[src/hw/rtl/idss_pkg.sv]
package idss_pkg;

  // Lane count limits and the fixed widths of the item fields.
  localparam int MAX_LANES     = 3;
  localparam int LANES_DEFAULT = 3;
  localparam int POS_W         = 32;
  localparam int FREQ_W        = 16;
  localparam int ZETA_W        = 16;
  localparam int STEP_W        = 24;
  localparam int LANE_CNT_W    = 2;
  localparam int CFG_INDEX_W   = 3;
  localparam int CFG_DATA_W    = 24;

  // Internal datapath widths, set by the fixed point formats.
  localparam int OMEGA_W   = 27;
  localparam int HO_W      = 31;
  localparam int F_W       = 37;
  localparam int HOO_W     = 42;
  localparam int HHOO_W    = 46;
  localparam int DEN_W     = 47;
  localparam int QUO_W     = 42;
  localparam int ACC_W     = 48;
  localparam int TERM_W    = 77;
  localparam int MUL_A_W   = 34;
  localparam int MUL_B_W   = 32;
  localparam int MUL_P_W   = MUL_A_W + MUL_B_W;
  localparam int CHUNK_W   = 21;
  localparam int COEF_FRAC = 30;
  localparam int STEP_FRAC = 26;

  // Arithmetic constants.
  localparam logic [18:0]       TWO_PI_Q16 = 19'd411775;
  localparam logic [F_W-1:0]    ONE_Q16    = F_W'(65536);
  localparam logic [ZETA_W-1:0] ZETA_ONE   = 16'd4096;

  // Configuration reset values.
  localparam logic [FREQ_W-1:0]     FREQ_RESET     = 16'd1024;
  localparam logic [ZETA_W-1:0]     ZETA_RESET     = 16'd4096;
  localparam logic [FREQ_W-1:0]     DEF_FREQ_RESET = 16'd1024;
  localparam logic [STEP_W-1:0]     MAX_STEP_RESET = 24'd104858;
  localparam logic [LANE_CNT_W-1:0] LANES_RESET    = 2'd3;

  // Operation codes of an input item.
  localparam logic OP_STEP  = 1'b0;
  localparam logic OP_RESET = 1'b1;

  typedef enum logic [CFG_INDEX_W-1:0] {
    CFG_FREQUENCY    = 3'd0,
    CFG_DAMPING      = 3'd1,
    CFG_DEFAULT_FREQ = 3'd2,
    CFG_MAX_STEP     = 3'd3,
    CFG_ACTIVE_LANES = 3'd4
  } cfg_index_t;

  typedef enum logic [1:0] {
    KIND_HOLD,
    KIND_STEP,
    KIND_RESET
  } kind_t;

  // One classified command, as it waits between front and back.
  typedef struct packed {
    kind_t                        kind;
    logic [LANE_CNT_W-1:0]        lanes;
    logic [STEP_W-1:0]            h;
    logic [FREQ_W-1:0]            freq;
    logic [ZETA_W-1:0]            zeta;
    logic [MAX_LANES*POS_W-1:0]   target;
  } cmd_t;

  localparam int CMD_W = $bits(cmd_t);
  localparam int RES_W = MAX_LANES * POS_W;

  // Queue status seen by the back end, and its requests to the queues.
  typedef struct packed {
    logic cmd_empty;
    logic res_full;
  } queue_status_t;

  typedef struct packed {
    logic cmd_pop;
    logic res_push;
  } back_req_t;

  typedef enum logic [3:0] {
    ST_IDLE,
    ST_DECODE,
    ST_OMEGA_MUL,
    ST_OMEGA,
    ST_HO_MUL,
    ST_HO,
    ST_F_MUL,
    ST_HOO_MUL,
    ST_HHOO_MUL,
    ST_HHOO,
    ST_DIV_LOAD,
    ST_DIV,
    ST_LANE,
    ST_PUSH
  } back_state_t;

  // Clamp a wide signed sum to the signed 32 bit range.
  function automatic logic signed [POS_W-1:0] sat32(input logic signed [ACC_W-1:0] v);
    logic all_same;
    begin
      all_same = (v[ACC_W-1:POS_W-1] == '0) || (v[ACC_W-1:POS_W-1] == '1);
      if (all_same) begin
        sat32 = v[POS_W-1:0];
      end else if (v[ACC_W-1]) begin
        sat32 = {1'b1, {(POS_W-1){1'b0}}};
      end else begin
        sat32 = {1'b0, {(POS_W-1){1'b1}}};
      end
    end
  endfunction

endpackage

[src/hw/rtl/idss_fifo.sv]
module idss_fifo import idss_pkg::*; #(
  parameter int W     = CMD_W,
  parameter int DEPTH = 2
) (
  input  logic         clk,
  input  logic         rst,
  input  logic         wr,
  input  logic [W-1:0] wr_data,
  input  logic         rd,
  output logic [W-1:0] rd_data,
  output logic         full,
  output logic         empty
);

  localparam int PW = (DEPTH > 1) ? $clog2(DEPTH) : 1;
  localparam int CW = $clog2(DEPTH + 1);

  logic [W-1:0]  mem [DEPTH];
  logic [PW-1:0] wr_ptr;
  logic [PW-1:0] rd_ptr;
  logic [CW-1:0] count;
  logic          do_wr;
  logic          do_rd;

  assign full    = (count == CW'(DEPTH));
  assign empty   = (count == '0);
  assign do_wr   = wr && !full;
  assign do_rd   = rd && !empty;
  assign rd_data = mem[rd_ptr];

  // Storage; entries need no reset.
  always_ff @(posedge clk) begin
    if (do_wr) begin
      mem[wr_ptr] <= wr_data;
    end
  end

  // Pointers and fill count.
  always_ff @(posedge clk) begin
    if (rst) begin
      wr_ptr <= '0;
      rd_ptr <= '0;
      count  <= '0;
    end else begin
      if (do_wr) begin
        wr_ptr <= (wr_ptr == PW'(DEPTH - 1)) ? '0 : wr_ptr + 1'b1;
      end
      if (do_rd) begin
        rd_ptr <= (rd_ptr == PW'(DEPTH - 1)) ? '0 : rd_ptr + 1'b1;
      end
      if (do_wr && !do_rd) begin
        count <= count + 1'b1;
      end else if (do_rd && !do_wr) begin
        count <= count - 1'b1;
      end
    end
  end

endmodule

[config.mk]
export PLATFORM = sky130hd
export DESIGN_NAME = idss_fifo
export DESIGN_NICKNAME = d
export VERILOG_FILES = /design/src/hw/rtl/idss_pkg.sv /design/src/hw/rtl/idss_fifo.sv
export SDC_FILE = /design/constraint.sdc
export NUM_CORES = 1
export LEC_CHECK = 0
export BUFFER_PORTS_ARGS = -buffer_cell sky130_fd_sc_hd__buf_2
export CAP_MARGIN = 20
export CORE_UTILIZATION = 52
export DETAILED_ROUTE_END_ITERATION = 7
export GPL_ROUTABILITY_DRIVEN = 0
export MAX_ROUTING_LAYER = met4
export PLACE_DENSITY = 0.9
export SLEW_MARGIN = 20
export SYNTH_ARGS = -nofsm -noshare
export SYNTH_HDL_FRONTEND = slang
export SYNTH_SLANG_ARGS = --single-unit
export TNS_END_PERCENT = 100
[constraint.sdc]
create_clock -name clk -period 7.73 [get_ports clk]
set_input_delay 1.546 -clock clk [delete_from_list [all_inputs] [get_ports clk]]
set_output_delay 1.546 -clock clk [all_outputs]
set_load 0.005 [all_outputs]
**Word level (Yosys, flattened, before mapping)**

Memories as Yosys holds them, arrays and structs flattened. A register that Yosys moved wholly into a read port is not among the register bits.
Cells that the tools add are included.

- Input port bits: 160
- Memories: 1
- RAM bits: 312
- Logic and storage cells: 27
- Output and inout port bits: 158
- Register bits after elaboration: 4

- $add $sub $neg: 4
- Eq/ne operators: 1
- Reductions and logical operators: 10
- Mux-type cells: 8

Memories:

| memory | words | width | read ports | clocked after Yosys merged registers in | wr ports | RTL line | source |
|---|---|---|---|---|---|---|---|
| mem | 2 | 156 | 1 | 1 | 1 | idss_fifo.sv:18 | `logic [W-1:0] mem [DEPTH];` |

Operators by type and width:

| kind | count |
|---|---|
| 1-bit 2-to-1 mux | 6 |
| 1-bit logical AND | 4 |
| 1-bit logical NOT | 4 |
| 2-bit 2-to-1 mux | 2 |
| 1-bit adder (second input constant) | 2 |
| 2-bit by 1-bit adder with 2-bit output (second input constant) | 1 |
| 2-bit == test (second input constant) | 1 |
| 2-bit logical NOT | 1 |
| 2-bit nonzero test | 1 |
| 2-bit by 1-bit subtractor with 2-bit output (second input constant) | 1 |

**Depth between registers and ports, before layout**

- Depth after elaboration: 7
- Depth in mapped cells: 6
- Gate-level depth less buffers: 6

**Worst setup path before layout**

Ideal clock, no wire load.

- Path type: input-to-reg
- Start point: in wr
- End point: mem mem[1][0] (netlist name), enable pin
- Slack: 1.885 ns
- Arrival time: 5.310 ns
- Setup time: 0.535 ns
- Stages on the path: 3
- Path through: inv_1 > nor2_1 > and2_1

- Cells in the longest elaborated chain, start to end: 3

RTL lines:

| item | RTL line | source |
|---|---|---|
| start: declaration | idss_fifo.sv:7 | `input logic wr,` |
| 1-bit logical AND | idss_fifo.sv:27 | `assign do_wr = wr && !full;` |
| named net do_wr | idss_fifo.sv:22 | `logic do_wr;` |
| 1-bit 2-to-1 mux | idss_fifo.sv:33 | `if (do_wr) begin` |
| 1-bit 2-to-1 mux (implied by the code) | idss_fifo.sv:34 | `mem[wr_ptr] <= wr_data;` |
| end: declaration | idss_fifo.sv:18 |  |

The timed path passes the listed nets, and every way through them passes these cells.

==> impl_metrics.ini <==
[worst_setup_path]
end_kind = output pin
worst-path-max-fanout = 73
worst_ep_arrival_time_ns = 2.44
rrSetupSlack_ns = 4.83
required_ns = 6.18
worstReg2RegStart = count[1]
crit_path_end = rd_data[54]
rr_endpoint = mem[0][5]
start_kind = flop
ff2ff_path_depth = 4
crit_type = flop to output pin

[global_route]
overflow = 0
grt_antenna_before_repair = 3
grt_use_met2_pct = 32.9
grt_use_met3_pct = 4.70
grt_pass1_vias = 5984
grt_pass1_wl_um = 31200
use_met1_pct = 20.7
grt_max_degree = 93
grt-busiest-layer = met2
grt_usage_pct = 18.7

[synth]
synth_compound_area_share_pct = 0.217
netlist_area_um2 = 11500
synth_top_family_by_area = multiplexers
ys_ff_latch = 317
synth_xor_area_share_pct = 0.228
synthMuxAreaShare_pct = 15.2
synth_area_leader_cell = edfxtp_1
yosys_warnings = 0
seq_area_frac_synth_pct = 82.2
synth_fa_ha_area_share_pct = 0.109
avgSynthCellArea_um2 = 22.6
netlist.area_leader.share_pct = 81.3
synth-simple-area-share_pct = 0.402
syn_inst = 510
synth_cell_type_count = 15
ys_top_cells_by_area = edfxtp_1, mux2_2, buf_6
syn-num-nets = 671

[power]
power_density_nw_per_um2 = 318
ir_worst_vdd_v = 0.000403
leakage_nw = 5.27

[sta]
fmax_ghz = 0.251
slew_violations = 0
final_hold_viol_count = 0
setup_tns_ns = 0
setup_viol = 0
tightestPinTransition_ns = 1.06
min_period_over_period_pct = 51.6
skew_ns = 0.00990
slew-limit-headroom_pct = 29.2
min_period_ns = 3.99
rsz0062_at_grt = false

[min_path]
min_path_type = flop to flop

[cells_and_area]
fin_area_um2 = 14200
final_util_pct = 65.2
most-common-layout-cells = buf_2, edfxtp_1, mux2_2, clkbuf_16, clkinv_1
final_common_cell = buf_2
drive_above_1_share_pct = 59.4
nNetsFinal = 1007
syn_to_final_growth_pct = 23.1

[detailed_routing]
drt-vias-per-instance = 5.15
wl_um = 21800
wire_per_inst_um = 19.0
drc = 0
first_pass_iters = 4
vias = 5932
ant_nets = 0
drtIter0Drc = 270

[floorplanning]
die_area_um2 = 22800
die_y_um = 151
die_x_um = 151
core_area_um2 = 21800
num_io_pins = 318
num_rows = 54
initial_core_util_pct = 53.0

[clock_tree]
hold_buffers = 0
cts_tree = yes
cts_resized = 0
cts_buffer_depth = 3
clockRootBuffer = clkbuf_16
cts_buffers = 29
clock_latency_ns = 0.53
h-tree-depth = 1
cts_sinks = 317
post-cts-setup-buffers = 0
clk_pin_slew_ns = 0.06

[run_status]
status = complete, no violations

[placement]
place_area_um2 = 13300
portBuffers = 317
dpl.hpwl_um = 14200

[run]
max_cap_violations = 0
## per-stage QoR
| stage | total power, mW | hold slack, ns | worst slack (ns) | std cells |
|---|---|---|---|---|
| 6_report | 4.51 | 0.519 | 3.74 | 1151 |
| 5_1_grt | 4.70 | 0.545 | 3.63 | 1150 |
| 4_1_cts | 4.55 | 0.526 | 3.71 | 1147 |
| 3_5_place_dp | 3.27 | 0.507 | 3.66 | 1095 |
| 3_3_place_gp | 3.23 | 0.472 | 3.73 | 1095 |
| 2_1_floorplan | 2.90 | 0.452 | 1.89 | 510 |
## logic make-up after synthesis
family                   count (synthesis)
AND/OR/NAND/NOR                          9
adder cells (fa/ha/maj)                  1
buffers and inverters                   19
multiplexers                           156
flip-flops                             317
AO/OA/AOI/OAI                            5
XOR/XNOR                                 3
## critical path, stage by stage (launching register included)
cell and delay (ns):
dfxtp_4 0.48, buf_4 0.75, mux2_2 0.44, buf_2 0.13
## how the worst min path moves through the flow
| stage | depth (start not counted) | to | from |
|---|---|---|---|
| 3_5_place_dp | 2 | flop | rd_ptr |
| 6_report | 2 | flop | rd_ptr |
| 3_3_place_gp | 2 | wr_ptr | wr_ptr |
| 5_1_grt | 2 | flop | rd_ptr |
| 2_1_floorplan | 2 | wr_ptr | wr_ptr |
| 4_1_cts | 2 | flop | rd_ptr |
## registers in the layout, summed over array words and instances (netlist names), named ones only
name	cells
mem	312
rd_ptr	1
count	2
wr_ptr	1
## synthesized netlist by cell type (all sizes together)
cell,count
dfxtp,5
or3,2
ha,1
inv,2
mux2,156
and2,1
nor2b,1
buf,17
o21ai,3
edfxtp,312
nor2,5
xor2,3
a21oi,2
## layout make-up
class	instances	area, um^2
flip-flops and latches	317	9470
fillers	1438	7570
multi-input cells	174	1870
repair buffers	322	1620
clock buffers	33	741
well taps	280	350
clock inverters	19	101
inverters	2	12.5
diodes	4	10.0
## routing by layer
metal | vias up | routed length (um)
li1 | 2712 | -
met1 | 2902 | 8050
met5 | - | 0
met4 | 0 | 705
met3 | 53 | 1770
met2 | 265 | 11300
## where the power goes
part           switching (mW)  internal, mW  total, mW  leakage, nW
Combinational           0.507         0.498       1.00         1.90
Clock                   0.563         0.711       1.27        0.411
Sequential             0.0619          2.16       2.23         2.96
Note: power is estimated with default switching activity, not from simulation.
