**config.mk**
```make
export PLATFORM = sky130hd
export DESIGN_NAME = idss_front
export DESIGN_NICKNAME = d
export VERILOG_FILES = /design/src/hw/rtl/idss_pkg.sv /design/src/hw/rtl/idss_front.sv
export SDC_FILE = /design/constraint.sdc
export NUM_CORES = 1
export LEC_CHECK = 0
export BUFFER_PORTS_ARGS = -buffer_cell sky130_fd_sc_hd__buf_2
export CAP_MARGIN = 20
export CORE_AREA = 4 4 135 137
export DETAILED_ROUTE_END_ITERATION = 8
export DIE_AREA = 0 0 139 141
export MAX_ROUTING_LAYER = met4
export SLEW_MARGIN = 30
export SYNTH_ARGS = -nofsm -noshare
export SYNTH_HDL_FRONTEND = slang
export SYNTH_SLANG_ARGS = --single-unit
```
**constraint.sdc**
```tcl
create_clock -name vclk -period 4.7
set_clock_uncertainty 0.05 [all_clocks]
set_input_delay 0.47 -clock vclk [all_inputs]
set_output_delay 0.47 -clock vclk [all_outputs]
set_load 0.01 [all_outputs]
```
**src/hw/rtl/idss_pkg.sv**
```systemverilog
package idss_pkg;

  // Lane count limits and the fixed widths of the item fields.
  localparam int MAX_LANES     = 3;
  localparam int LANES_DEFAULT = 3;
  localparam int POS_W         = 32;
  localparam int FREQ_W        = 16;
  localparam int ZETA_W        = 16;
  localparam int STEP_W        = 24;
  localparam int LANE_CNT_W    = 2;
  localparam int CFG_INDEX_W   = 3;
  localparam int CFG_DATA_W    = 24;

  // Internal datapath widths, set by the fixed point formats.
  localparam int OMEGA_W   = 27;
  localparam int HO_W      = 31;
  localparam int F_W       = 37;
  localparam int HOO_W     = 42;
  localparam int HHOO_W    = 46;
  localparam int DEN_W     = 47;
  localparam int QUO_W     = 42;
  localparam int ACC_W     = 48;
  localparam int TERM_W    = 77;
  localparam int MUL_A_W   = 34;
  localparam int MUL_B_W   = 32;
  localparam int MUL_P_W   = MUL_A_W + MUL_B_W;
  localparam int CHUNK_W   = 21;
  localparam int COEF_FRAC = 30;
  localparam int STEP_FRAC = 26;

  // Arithmetic constants.
  localparam logic [18:0]       TWO_PI_Q16 = 19'd411775;
  localparam logic [F_W-1:0]    ONE_Q16    = F_W'(65536);
  localparam logic [ZETA_W-1:0] ZETA_ONE   = 16'd4096;

  // Configuration reset values.
  localparam logic [FREQ_W-1:0]     FREQ_RESET     = 16'd1024;
  localparam logic [ZETA_W-1:0]     ZETA_RESET     = 16'd4096;
  localparam logic [FREQ_W-1:0]     DEF_FREQ_RESET = 16'd1024;
  localparam logic [STEP_W-1:0]     MAX_STEP_RESET = 24'd104858;
  localparam logic [LANE_CNT_W-1:0] LANES_RESET    = 2'd3;

  // Operation codes of an input item.
  localparam logic OP_STEP  = 1'b0;
  localparam logic OP_RESET = 1'b1;

  typedef enum logic [CFG_INDEX_W-1:0] {
    CFG_FREQUENCY    = 3'd0,
    CFG_DAMPING      = 3'd1,
    CFG_DEFAULT_FREQ = 3'd2,
    CFG_MAX_STEP     = 3'd3,
    CFG_ACTIVE_LANES = 3'd4
  } cfg_index_t;

  typedef enum logic [1:0] {
    KIND_HOLD,
    KIND_STEP,
    KIND_RESET
  } kind_t;

  // One classified command, as it waits between front and back.
  typedef struct packed {
    kind_t                        kind;
    logic [LANE_CNT_W-1:0]        lanes;
    logic [STEP_W-1:0]            h;
    logic [FREQ_W-1:0]            freq;
    logic [ZETA_W-1:0]            zeta;
    logic [MAX_LANES*POS_W-1:0]   target;
  } cmd_t;

  localparam int CMD_W = $bits(cmd_t);
  localparam int RES_W = MAX_LANES * POS_W;

  // Queue status seen by the back end, and its requests to the queues.
  typedef struct packed {
    logic cmd_empty;
    logic res_full;
  } queue_status_t;

  typedef struct packed {
    logic cmd_pop;
    logic res_push;
  } back_req_t;

  typedef enum logic [3:0] {
    ST_IDLE,
    ST_DECODE,
    ST_OMEGA_MUL,
    ST_OMEGA,
    ST_HO_MUL,
    ST_HO,
    ST_F_MUL,
    ST_HOO_MUL,
    ST_HHOO_MUL,
    ST_HHOO,
    ST_DIV_LOAD,
    ST_DIV,
    ST_LANE,
    ST_PUSH
  } back_state_t;

  // Clamp a wide signed sum to the signed 32 bit range.
  function automatic logic signed [POS_W-1:0] sat32(input logic signed [ACC_W-1:0] v);
    logic all_same;
    begin
      all_same = (v[ACC_W-1:POS_W-1] == '0) || (v[ACC_W-1:POS_W-1] == '1);
      if (all_same) begin
        sat32 = v[POS_W-1:0];
      end else if (v[ACC_W-1]) begin
        sat32 = {1'b1, {(POS_W-1){1'b0}}};
      end else begin
        sat32 = {1'b0, {(POS_W-1){1'b1}}};
      end
    end
  endfunction

endpackage

```
**src/hw/rtl/idss_front.sv**
```systemverilog
module idss_front import idss_pkg::*; #(
  parameter int LANES = LANES_DEFAULT
) (
  input  logic                     push,
  input  logic                     operation,
  input  logic signed [POS_W-1:0]  target_x,
  input  logic signed [POS_W-1:0]  target_y,
  input  logic signed [POS_W-1:0]  target_z,
  input  logic [STEP_W-1:0]        delta_time,
  input  logic [FREQ_W-1:0]        frequency,
  input  logic [ZETA_W-1:0]        damping_ratio,
  input  logic [FREQ_W-1:0]        default_frequency,
  input  logic [STEP_W-1:0]        max_step,
  input  logic [LANE_CNT_W-1:0]    active_lanes,
  input  logic                     queue_full,
  output logic                     queue_wr,
  output cmd_t                     cmd
);

  logic [LANE_CNT_W-1:0] lanes;

  // Lanes that an item may touch, limited by the built lane count.
  assign lanes = (active_lanes > LANE_CNT_W'(LANES)) ? LANE_CNT_W'(LANES) : active_lanes;

  assign queue_wr = push && !queue_full;

  // Classify the item and resolve the defaults and the step clamp.
  always_comb begin
    cmd.lanes  = lanes;
    cmd.h      = (delta_time < max_step) ? delta_time : max_step;
    cmd.freq   = (frequency != '0) ? frequency : default_frequency;
    cmd.zeta   = (damping_ratio != '0) ? damping_ratio : ZETA_ONE;
    cmd.target = {target_z, target_y, target_x};
    if (operation == OP_RESET) begin
      cmd.kind = KIND_RESET;
    end else if (delta_time == '0 || lanes == '0) begin
      cmd.kind = KIND_HOLD;
    end else begin
      cmd.kind = KIND_STEP;
    end
  end

endmodule

```
# Yosys cells after proc, flatten, opt, wreduce, memory -nomap -nowiden
# Index checks and enable logic that the tools add are counted.
[op_classes] mux=6 n_lt_le_gt_ge=2 n_reduce_logical=7
[ops] cell="16-bit two-way mux" count=2
[ops] cell="16-bit nonzero test" count=2
[ops] cell="24-bit zero test" count=1
[ops] cell="24-bit less-than comparator" count=1
[ops] cell="24-bit two-way mux" count=1
[ops] cell="2-bit two-way mux" count=2
[ops] cell="2-bit greater-than comparator, second input constant" count=1
[ops] cell="2-bit zero test" count=1
[ops] cell="1-bit logical AND" count=1
[ops] cell="1-bit zero test" count=1
[ops] cell="1-bit logical OR" count=1
[ops] cell="1-bit two-way mux" count=1
[word_totals] regBits=0 out_inout_bits=157 wordCells=15 in_bits=197

# Depth between registers and ports, before layout
[depth] depth_word=6 mapped_depth=9 ltp_nobuf=8

# Worst setup path after synthesis
# Ideal clock, no wire load.
[synth_timing] path_kind="in2out" from="input max_step[21]" to="output cmd[131] (netlist name)" cell_stages=9 path_buffers=1 t_arrival_ns=2.067 setup_slack_ns=2.113 t_required_ns=4.180 path_cell_list="inv_1 > ha_1 > a21o_1 > a21o_1 > a21oi_2 > o21ai_1 > a21oi_2 > buf_6 > mux2_4"
[synth_lines] item="from (decl)" line="idss_front.sv:13" source="input logic [STEP_W-1:0] max_step,"
[synth_lines] item="to (decl)" line="idss_front.sv:17" source="output cmd_t cmd"

==> impl_metrics.prom <==
# TYPE chip_impl_metric gauge
chip_impl_metric{name="cap_violations",unit=""} 0
chip_impl_metric{name="slew_headroom",unit="%"} 64.7
chip_impl_metric{name="drt_drc_violations_left",unit=""} 0
chip_impl_metric{name="grt_first_pass_wirelength",unit="µm"} 13000
chip_impl_metric{name="leakagePower",unit="µW"} 0.00136
chip_impl_metric{name="timing_worst_slew_pin_value",unit="ns"} 0.524
chip_impl_metric{name="place_hpwl",unit="µm"} 8890
chip_impl_metric{name="post_cts_setup_bufs",unit=""} 0
chip_impl_metric{name="nFillCells",unit=""} 1966
chip_impl_metric{name="yosysSeqAreaShare",unit="%"} 0
chip_impl_info{name="cp_endpoint_kind",value="output pin"} 1
chip_impl_metric{name="power.density_cell_area",unit="nW/µm²"} 105
chip_impl_metric{name="clkbuf_count",unit=""} 0
chip_impl_metric{name="avgViaCountPerCell",unit=""} 3.60
chip_impl_metric{name="dpl-instance-area",unit="µm²"} 2290
chip_impl_metric{name="io_buffer_count",unit=""} 162
chip_impl_metric{name="worstPathArrival",unit="ns"} 3.00
chip_impl_metric{name="critical-path-max-stage-delay",unit="ns"} 0.40
chip_impl_metric{name="detailedRoute.firstIterationViolations",unit=""} 25
chip_impl_metric{name="rows",unit=""} 48
chip_impl_metric{name="timing.final.setup_violations",unit=""} 0
chip_impl_metric{name="final_report_hold_violation_count",unit=""} 0
chip_impl_metric{name="top_level_ports",unit=""} 354
chip_impl_metric{name="fmax",unit="MHz"} 284
chip_impl_metric{name="placed_cells_incl_taps",unit=""} 529
chip_impl_metric{name="crit_path_max_fanout",unit=""} 16
chip_impl_info{name="critical_path_class",value="input port to output pin"} 1
chip_impl_metric{name="total_power",unit="µW"} 240
chip_impl_metric{name="finalCoreUtilization",unit="%"} 13.4
chip_impl_info{name="crit_chain",value="buf_2, ha_1, a21oi_1, o21ai_1, a41oi_1, nor4b_2, a21oi_4, buf_4, mux2_2, buf_2"} 1
chip_impl_metric{name="grt_start_max_net_pins",unit=""} 17
chip_impl_metric{name="finalCritPeriodShare",unit="%"} 74.9
chip_impl_metric{name="start_util",unit="%"} 11.8
chip_impl_info{name="critical_path.startpoint_type",value="input port"} 1
chip_impl_metric{name="ir_worst_vdd",unit="mV"} 0.0273
chip_impl_metric{name="fp.dieArea",unit="µm²"} 19600
chip_impl_metric{name="postSynthCellCount",unit=""} 259
chip_impl_metric{name="setup_tns",unit="ns"} 0
chip_impl_metric{name="clkPwrFrac",unit="%"} 0
chip_impl_metric{name="synth-warning-count",unit=""} 0
chip_impl_metric{name="synthDistinctLibCells",unit=""} 26
chip_impl_metric{name="gp_congestion",unit=""} 0.835
chip_impl_metric{name="routed_wire_length_per_instance",unit="µm"} 17.8
chip_impl_metric{name="power.switching_fraction",unit="%"} 49.1
chip_impl_metric{name="drt-pass1-iter-count",unit=""} 3
chip_impl_metric{name="final_cell_area",unit="µm²"} 2290
chip_impl_metric{name="postCtsResizedCells",unit=""} 0
chip_impl_metric{name="synth_area_per_cell",unit="µm²"} 7.76
chip_impl_metric{name="antenna_violations_before_repair",unit=""} 2
chip_impl_metric{name="detail_route.wirelength",unit="µm"} 9440
chip_impl_metric{name="num-nets-final",unit=""} 526
chip_impl_metric{name="area_growth_syn_to_layout",unit="%"} 14.0
chip_impl_metric{name="layout.area.seq",unit="µm²"} 0
chip_impl_metric{name="overflow",unit=""} 0
chip_impl_metric{name="netlist_area",unit="µm²"} 2010
chip_impl_metric{name="yosysTopAreaCellShare",unit="%"} 37.0
chip_impl_info{name="status",value="finished clean"} 1
chip_impl_metric{name="crit_buf_inv",unit=""} 3
chip_impl_metric{name="drive_above_1_share",unit="%"} 62.5
chip_impl_metric{name="cts_hold_repair.buffers",unit=""} 0
chip_impl_info{name="cp_top_family",value="compound AO/OA/AOI/OAI gates"} 1
chip_impl_metric{name="synthesized_nets",unit=""} 479
chip_impl_info{name="path_common_cell",value="sky130_fd_sc_hd__buf_2"} 1
chip_impl_metric{name="die_x",unit="µm"} 139
chip_impl_metric{name="p_int",unit="µW"} 122
chip_impl_metric{name="timing.final.crit_period",unit="ns"} 3.52
chip_impl_metric{name="power_switching",unit="µW"} 118
chip_impl_metric{name="required",unit="ns"} 4.18
chip_impl_metric{name="dieHeight",unit="µm"} 141
chip_impl_info{name="post_synth_main_area_contributors",value="sky130_fd_sc_hd__buf_4 37%, sky130_fd_sc_hd__mux2_4 15%, sky130_fd_sc_hd__ha_1 14%"} 1
chip_impl_metric{name="final_cells",unit=""} 531
chip_impl_metric{name="grt_util_all_layers",unit="%"} 9.03
chip_impl_metric{name="antenna_violating_nets_left",unit=""} 0
chip_impl_metric{name="combPwrFrac",unit="%"} 100.0
chip_impl_metric{name="placeableCoreArea",unit="µm²"} 17100
chip_impl_metric{name="layout.sequential_cells",unit=""} 0
chip_impl_info{name="yosysTopAreaCell",value="sky130_fd_sc_hd__buf_4"} 1
chip_impl_metric{name="dr_total_vias",unit=""} 1910
chip_impl_metric{name="grt_pass1_vias",unit=""} 1989
chip_impl_info{name="hold_path_class",value="input port to output pin"} 1
chip_impl_metric{name="slew_violations",unit=""} 0
chip_impl_metric{name="seq_power_share",unit="%"} 0
chip_impl_info{name="worst_path_max_delay_cell",value="sky130_fd_sc_hd__a21oi_4"} 1
chip_impl_info{name="grt_setup_unrepaired",value="no"} 1
-- Yosys cell counts --
| library cell | count |
|---|---|
| sky130_fd_sc_hd__a21o_1 | 20 |
| sky130_fd_sc_hd__a21oi_1 | 9 |
| sky130_fd_sc_hd__a21oi_2 | 2 |
| sky130_fd_sc_hd__a311oi_1 | 1 |
| sky130_fd_sc_hd__a41o_1 | 1 |
| sky130_fd_sc_hd__a41oi_1 | 1 |
| sky130_fd_sc_hd__and3_1 | 1 |
| sky130_fd_sc_hd__and4_1 | 2 |
| sky130_fd_sc_hd__buf_2 | 1 |
| sky130_fd_sc_hd__buf_4 | 99 |
| sky130_fd_sc_hd__buf_6 | 2 |
| sky130_fd_sc_hd__clkbuf_1 | 16 |
| sky130_fd_sc_hd__ha_1 | 23 |
| sky130_fd_sc_hd__inv_1 | 23 |
| sky130_fd_sc_hd__mux2_2 | 4 |
| sky130_fd_sc_hd__mux2_4 | 20 |
| sky130_fd_sc_hd__nand2_1 | 6 |
| sky130_fd_sc_hd__nand4_1 | 3 |
| sky130_fd_sc_hd__nand4b_1 | 1 |
| sky130_fd_sc_hd__nor2_1 | 2 |
| sky130_fd_sc_hd__nor2b_1 | 2 |
| sky130_fd_sc_hd__nor3_1 | 1 |
| sky130_fd_sc_hd__nor4_1 | 13 |
| sky130_fd_sc_hd__nor4b_2 | 1 |
| sky130_fd_sc_hd__o21ai_0 | 3 |
| sky130_fd_sc_hd__o21ai_1 | 2 |
-- kinds of logic (layout without fill, tap and decap cells) --
family	Yosys count	in the layout	synth area share (%)
AND/OR/NAND/NOR	32	32	9.71
other	0	2	0
AO/OA/AOI/OAI	39	39	13.2
adder cells (fa/ha/maj)	23	23	14.3
buffers and inverters	141	186	45.6
multiplexers	24	24	17.2
-- layout make-up --
class                           count  area, µm²  share of cell area [%]
Tap cell                          225        282                    12.3
Multi-Input combinational cell    118       1100                    48.0
Antenna cell                        2       5.00                   0.218
Timing Repair Buffer              163        818                    35.7
Inverter                           23       86.3                    3.77
-- power groups by stage --
stage	logic (µW)	registers, µW	clock network [µW]
after floorplan	215	0	0
after global placement	244	0	0
after detailed placement	245	0	0
after CTS	247	0	0
after global routing	266	0	0.0000569
final	240	0	0.0000569
-- metrics by stage --
stage	setup WS [ns]	hold slack (ns)
finish	1.18	0.890
global route	0.956	0.890
CTS	1.10	0.890
detailed placement	1.10	0.890
global placement	1.13	0.890
floorplan	2.11	0.936
-- per-layer routing --
layer | global-route usage, % | up-vias | share of wire (%)
met4 | 2.11 | 0 | 2.8
met1 | 6.98 | 821 | 27
li1 | - | 867 | -
met2 | 17.1 | 194 | 51
met5 | - | - | 0
met3 | 6.34 | 28 | 19
-- path summary, 6_finish.rpt --
path / startpoint / endpoint / slack, ns / cells past startpoint
hold / removal: target_x[27] / cmd[27] / 0.89 / 0
setup / recovery: delta_time[11] / cmd[130] / 1.18 / 10
-- cells in the final DEF, fill, tap and decap left out, drive strengths merged --
master / instances
buf: 163
mux2: 24
inv: 23
ha: 23
a21o: 20
nor4: 13
a21oi: 11
nand2: 6
o21ai: 5
nand4: 3
diode: 2
and4: 2
nor2: 2
nor2b: 2
a311oi: 1
nor3: 1
a41o: 1
and3: 1
nand4b: 1
a41oi: 1
nor4b: 1
No activity file was read; power rests on OpenSTA's default activity.
